`config.mk`:
```
export PLATFORM = sky130hd
export DESIGN_NAME = ntc_mulmod
export DESIGN_NICKNAME = d
export VERILOG_FILES = /design/src/hdl/ntc_pkg.sv /design/src/hdl/ntc_mulmod.sv
export SDC_FILE = /design/constraint.sdc
export NUM_CORES = 2
export LEC_CHECK = 0
export ABC_AREA = 1
export BUFFER_PORTS_ARGS = -buffer_cell sky130_fd_sc_hd__buf_2
export CORE_MARGIN = 3
export CORE_UTILIZATION = 47
export DETAILED_ROUTE_END_ITERATION = 12
export SYNTH_ARGS = -nofsm -noshare
export SYNTH_HDL_FRONTEND = slang
export SYNTH_SLANG_ARGS = --single-unit
```
`constraint.sdc`:
```
create_clock -name clk -period 7.02 [get_ports clk]
set_input_delay 1.053 -clock clk [delete_from_list [all_inputs] [get_ports clk]]
set_output_delay 1.053 -clock clk [all_outputs]
set_load 0.01 [all_outputs]
```
`src/hdl/ntc_pkg.sv`:
```
package ntc_pkg;

  // Residue arithmetic over p = 5*2^25 + 1.
  localparam int DW = 28;
  localparam logic [DW-1:0] MODULUS = 28'(5 * (1 << 25) + 1);
  localparam logic [DW-1:0] FWD_ROOT = 28'd243;
  localparam logic [DW-1:0] INV_ROOT = 28'd114609789;
  localparam int ROOT_LOG = 25;
  localparam int SQ_W = $clog2(ROOT_LOG + 1);

  // Barrett constant floor(2^56 / p) for the modular multiplier.
  localparam logic [63:0] BARRETT_MU = (64'd1 << (2 * DW)) / 64'(MODULUS);
  localparam int MU_W = DW + 1;

  // MUL_LAT is the modular multiplier's latency from issue to result.
  localparam int MUL_LAT = 4;
  localparam int WT_W = 2;

  localparam int MAX_LEN_DEF = 64;
  localparam int IDX_W = 6;
  localparam int LOG_SIZE_W = 3;
  localparam int MODE_W = 2;
  localparam int CFG_IW = 1;
  localparam int CFG_DW = 3;

  localparam logic [CFG_IW-1:0] CFG_LOG_SIZE = 1'd0;
  localparam logic [CFG_IW-1:0] CFG_MODE = 1'd1;

  localparam logic [MODE_W-1:0] MODE_CONV = 2'd0;
  localparam logic [MODE_W-1:0] MODE_FWD = 2'd1;

  typedef enum logic [4:0] {
    ST_LOAD,
    ST_TSETUP,
    ST_SQ_ISSUE,
    ST_SQ_TAKE,
    ST_WAIT,
    ST_BF_RD,
    ST_BF_MV,
    ST_BF_MW,
    ST_BF_WR1,
    ST_BF_WR2,
    ST_PW_RD,
    ST_PW_MUL,
    ST_PW_WR,
    ST_OUT_RD,
    ST_OUT_MUL,
    ST_OUT_SET,
    ST_OUT_HOLD
  } state_t;

  typedef enum logic [1:0] {
    PASS_FWD_A,
    PASS_FWD_B,
    PASS_PROD,
    PASS_INV_A
  } pass_t;

endpackage

```
`src/hdl/ntc_mulmod.sv`:
```
module ntc_mulmod (
  input  logic                   clk,
  input  logic [ntc_pkg::DW-1:0] a_i,
  input  logic [ntc_pkg::DW-1:0] b_i,
  output logic [ntc_pkg::DW-1:0] res_o
);
  import ntc_pkg::*;

  // Four-stage Barrett reduction: product, quotient estimate, remainder,
  // final correction. The quotient estimate is at most two below the truth.
  logic [2*DW-1:0]    prod_r;
  logic [2*MU_W-1:0]  t_r;
  logic [DW+1:0]      lo_r;
  logic [DW+1:0]      rem_r;
  logic [DW-1:0]      res_r;
  logic [DW+1:0]      q30;
  logic [DW+1:0]      qp;
  logic [DW+1:0]      p30;

  always_comb begin
    q30 = (DW + 2)'(t_r[2*MU_W-1:MU_W]);
    qp  = (q30 << (DW - 1)) + (q30 << (DW - 3)) + q30;
    p30 = (DW + 2)'(MODULUS);
  end

  always_ff @(posedge clk) begin
    prod_r <= (2 * DW)'(a_i) * (2 * DW)'(b_i);
    t_r    <= (2 * MU_W)'(prod_r[2*DW-1:DW-1]) * (2 * MU_W)'(BARRETT_MU[MU_W-1:0]);
    lo_r   <= prod_r[DW+1:0];
    rem_r  <= lo_r - qp;
    if (rem_r >= (p30 << 1)) begin
      res_r <= DW'(rem_r - (p30 << 1));
    end else if (rem_r >= p30) begin
      res_r <= DW'(rem_r - p30);
    end else begin
      res_r <= DW'(rem_r);
    end
  end

  assign res_o = res_r;

endmodule

```
# [Yosys cells after proc, flatten, opt, wreduce, memory -nomap -nowiden]
# Index checks and enable logic that the tools add are counted.
[word_totals] regBits=202 latchBits=0 ram_bits=0 romBits=0 in_bits=57 output_inout_bits=28 wordCells=16 n_memories=0
[op_classes] add_sub_neg=5 multipliers=2 div=0 order_cmp=2 n_eq_ne=0 n_shift=0 mux=2 bitwise_logic=0 reduce_logical=0
[ops] operator="$mul A29 B29 Y58 const B" count=1
[ops] operator="$mul A28 B28 Y56" count=1
[ops] operator="$mux W28" count=2
[ops] operator="$add A30 B29 Y30" count=1
[ops] operator="$add A30 B30 Y30" count=1
[ops] operator="$ge A30 B28 Y1 const B" count=1
[ops] operator="$ge A30 B29 Y1 const B" count=1
[ops] operator="$sub A30 B30 Y30" count=1
[ops] operator="$sub A28 B27 Y28 const B" count=1
[ops] operator="$sub A28 B28 Y28 const B" count=1

# [Longest topological paths before layout]
[depth] ltp_word=3 ltp_mapped=30 ltp_nobuf=28

# [Worst setup path before layout]
# OpenSTA, ideal clock, no wires.
[synth_timing] kind="input -> register" start="input port a_i[21] (netlist name)" end="register prod_r[39]" setup_time_ns=0.112 t_arrival_ns=6.605 required_ns=6.908 setup_slack_ns=0.303 path_stages=25 n_path_buf=2 path_cell_list="clkbuf_1 clkbuf_1 nand2_1 fa_1 inv_1 fa_1 fa_1 inv_1 fa_1 inv_1 fa_1 fa_1 inv_1 fa_1 inv_1 ha_1 nand2_1 nor2_1 inv_1 nor2_1 nand4_1 nand3_1 nand3_1 nand3_1 nand2_1"
[synth_via] elab_chain_len=1
[synth_rtl] item="start, declared" line_no="ntc_mulmod.sv:3" text="input logic [ntc_pkg::DW-1:0] a_i,"
[synth_rtl] item="$mul A28 B28 Y56" line_no="ntc_mulmod.sv:27" text="prod_r <= (2 * DW)'(a_i) * (2 * DW)'(b_i);"
[synth_rtl] item="end signal, assigned" line_no="ntc_mulmod.sv:27"
[synth_rtl] item="end, declared" line_no="ntc_mulmod.sv:11" text="logic [2*DW-1:0] prod_r;"
# No other way between the ends.

# [Worst setup path in the final report]
[layout_timing] start="input port a_i[13] (netlist name)" end="register prod_r[25]"
# Same word-level chain as after synthesis.

==> results by group <==
Status
  • Outcome: complete, no violations

Synthesis
  • Unique masters post-synth: 41
  • Syn Nets: 8,821
  • Register bit total from synthesis: 173
  • Seq/Total Area, Yosys: 6.501%
  • Cell area after synthesis: 53,270 um2
  • Asr flop ratio synth: 0%
  • Main synth FF type: dfxtp_1
  • Post-Synthesis Cells: approximately 7,000
  • Ys Warns: 0
  • Number of flops mapped to enable cells by yosys: 0
  • Syn Area/Cell: 7.481 um2

Timing
  • Worst-margin pin slew: about 0.82 ns
  • Final hold viol count: 0
  • Period utilization: 96.45%
  • # setup viols final: 0
  • F_max: roughly 150 MHz
  • RSZ-0062 raised after global routing: no
  • Fin. max-slew vios: 0
  • Period minus WS final: about 6.8 ns
  • Worst slew margin: 45.47%
  • Worst Skew: 0.03930 ns

Hold path
  • Hold Crit Class: reg -> reg
  • Start point of the worst hold path: prod_r[20]

Clock tree
  • Num CTS Buffers: 17
  • Hold buffers post-CTS: 0
  • CTS tree: done
  • H-Tree Level Count: 4
  • Sink Count: 173
  • Clock-pin slew on the worst setup and hold paths: 0.09 ns
  • Clock root buffer: clkbuf_16
  • CTS Buffer Depth: 2
  • Clk_lat worst skew: 0.52 ns

Detailed routing
  • DRC Markers: 0
  • Starting DRC count in detailed routing: about 2,500
  • Drt first pass iters: 6
  • Number of routed nets with antenna violations: 0
  • Vias: 42,629
  • Drt via density: 4.864
  • Total Wirelength: 157,000 um
  • Wire length per cell: ~18 um

Cells and area
  • Fill cell count: around 11,000
  • Nets: around 9,000
  • Area of the multi-input gates: 40,390 um2
  • Most frequent cells in the layout: inv_1, nand2_1, fa_1, ha_1, nor2_1
  • Ant. Diodes: 0
  • Finished Layout Cells: 8,764
  • Commonest non-fill, non-tap cell in the layout: inv_1
  • Layout cell share with drive strength beyond 1: 5.429%
  • Layout area overhead: 7.768%
  • Register Area: 3463 um2

Floorplan
  • Core area: 111,600 um2
  • Die ar.: 117,400 um2
  • Chip Width: 342.7 um
  • Std cell rows: about 120
  • IO Pins: 85
  • Starting density of the core: 47.74%
  • Die span in y: 342.7 um

Place
  • DP HPWL: 141,400 um
  • Final Wtd Congestion: 0.9919
  • Buffers on Ports: 84
  • Inst Count DP: 8,732

Global route
  • Gr usage total: 27.72%
  • Congestion Overflow GR: 0
  • Largest net degree at the start of global routing: 31
  • Vias in the first global route: around 46,000
  • Initial antenna violation count: 3
  • First-pass GRT wire length: 250,700 um

Worst setup path
  • CP Launch Point: a_i[13]
  • Crit path largest cell delay: 0.52 ns
  • Startpoint types: input pin
  • Critical path's slowest cell: fa_1
  • R2R Path Start: prod_r[37]
  • Critical Path End Type: flip-flop
  • Crit Path Max Fanout: 12
  • WP data required: 7.46 ns
  • Cell Chain, Critical Path: buf_2 > buf_4 > nand2_1 > inv_1 > fa_1 > fa_1 > inv_1 > fa_1 > fa_1 > inv_1 > fa_1 > fa_1 > inv_1 > fa_1 > inv_1 > ha_1 > nand2_1 > nor2_2 > inv_1 > o21bai_1 > inv_1 > nand3_1 > xor2_1 > buf_4
  • Worst Path Arrival: 7.21 ns
  • Setup CP Type: in -> reg

Job
  • Max_cap viols: 0
cells in the mapped netlist, types with 3 or more instances:
master	instances	share of area, %
a21o_1	5	0.070
a21oi_1	152	1.4
and2_1	6	0.070
buf_1	73	0.51
buf_2	6	0.056
buf_6	7	0.15
clkbuf_1	97	0.68
dfxtp_1	173	6.5
fa_1	1025	39
ha_1	618	15
inv_1	2303	16
inv_2	8	0.056
nand2_1	1880	13
nand2_2	20	0.23
nand3_1	126	1.2
nand3b_1	7	0.099
nand4_1	56	0.66
nor2_1	293	2.1
nor2_2	8	0.094
nor2_4	8	0.17
nor3_1	24	0.23
nor4_1	4	0.047
o21ai_0	61	0.57
o21ai_1	3	0.028
o21bai_1	25	0.35
xnor2_1	16	0.26
xor2_1	97	1.6
path summary, 6_finish.rpt:
check,end,slack [ns],cells after the start
setup / recovery,prod_r[25],0.25,24
setup reg to reg,t_r[36],0.28,23
hold reg to reg,lo_r[20],0.32,0
hold / removal,lo_r[20],0.32,0
stage by stage:
step                hold slack [ns]  util (%)  setup WS (ns)  setup TNS (ns)  cell area, um2
detailed placement           0.3121     50.86        -0.2462         -0.9694           56750
floorplan                    0.3096         -         0.3031               0           53270
CTS                          0.3247     51.43         0.2405               0           57390
global route                 0.3354     51.45        0.02622               0           57410
finish                       0.3230     51.45         0.2493               0           57410
global placement             0.3136     50.86        -0.2207         -0.5130           56750
registers in the layout (all words and copies together) (netlist names):
register / count
prod_r: 56
lo_r: 30
rem_r: 30
t_r: 29
res_o: 28
critical path, delay by kind of cell:
kind                       cells  cell delay [ns]
adders and majority gates      8             3.76
buffers and inverters         10             1.21
and+or+nand+nor                4             0.58
xor gates and xnor gates       1             0.37
AOI/OAI and AO/OA              1             0.24
what timing repair did:
item                                    4_1_cts  5_1_grt
gates resized for setup                       0        4
buffers inserted                              0        0
endpoints found under the setup margin        0        2
routing by layer:
| layer | wire length, um | GRT usage [%] | part of all wire [%] |
|---|---|---|---|
| met2 | 79010 | 49.93 | 50 |
| met3 | 7212 | 2.924 | 4.6 |
| met1 | 64210 | 34.07 | 41 |
| met5 | 0 | 0 | 0 |
| met4 | 6529 | 10.53 | 4.2 |
final cells by class:
cell class,count,share of cell area (%)
sequential,173,6.033
clock buffer,17,0.7410
clock inverter,15,0.3836
timing repair buffer,307,4.137
inverter,2311,15.11
multi-input combinational,4453,70.35
tap,1488,3.243
logic make-up after synthesis:
group / after synthesis / share of synthesized area, %
buffers and inverters: 2495 / 17.70
and+or+nand+nor: 2444 / 18.33
adders and majority gates: 1643 / 53.04
AOI/OAI and AO/OA: 253 / 2.570
DFF: 173 / 6.501
xor gates and xnor gates: 113 / 1.858
Power is left out: the tool's default activity adds up to more than one toggle a clock period on the data nets, which glitch-free logic cannot reach.
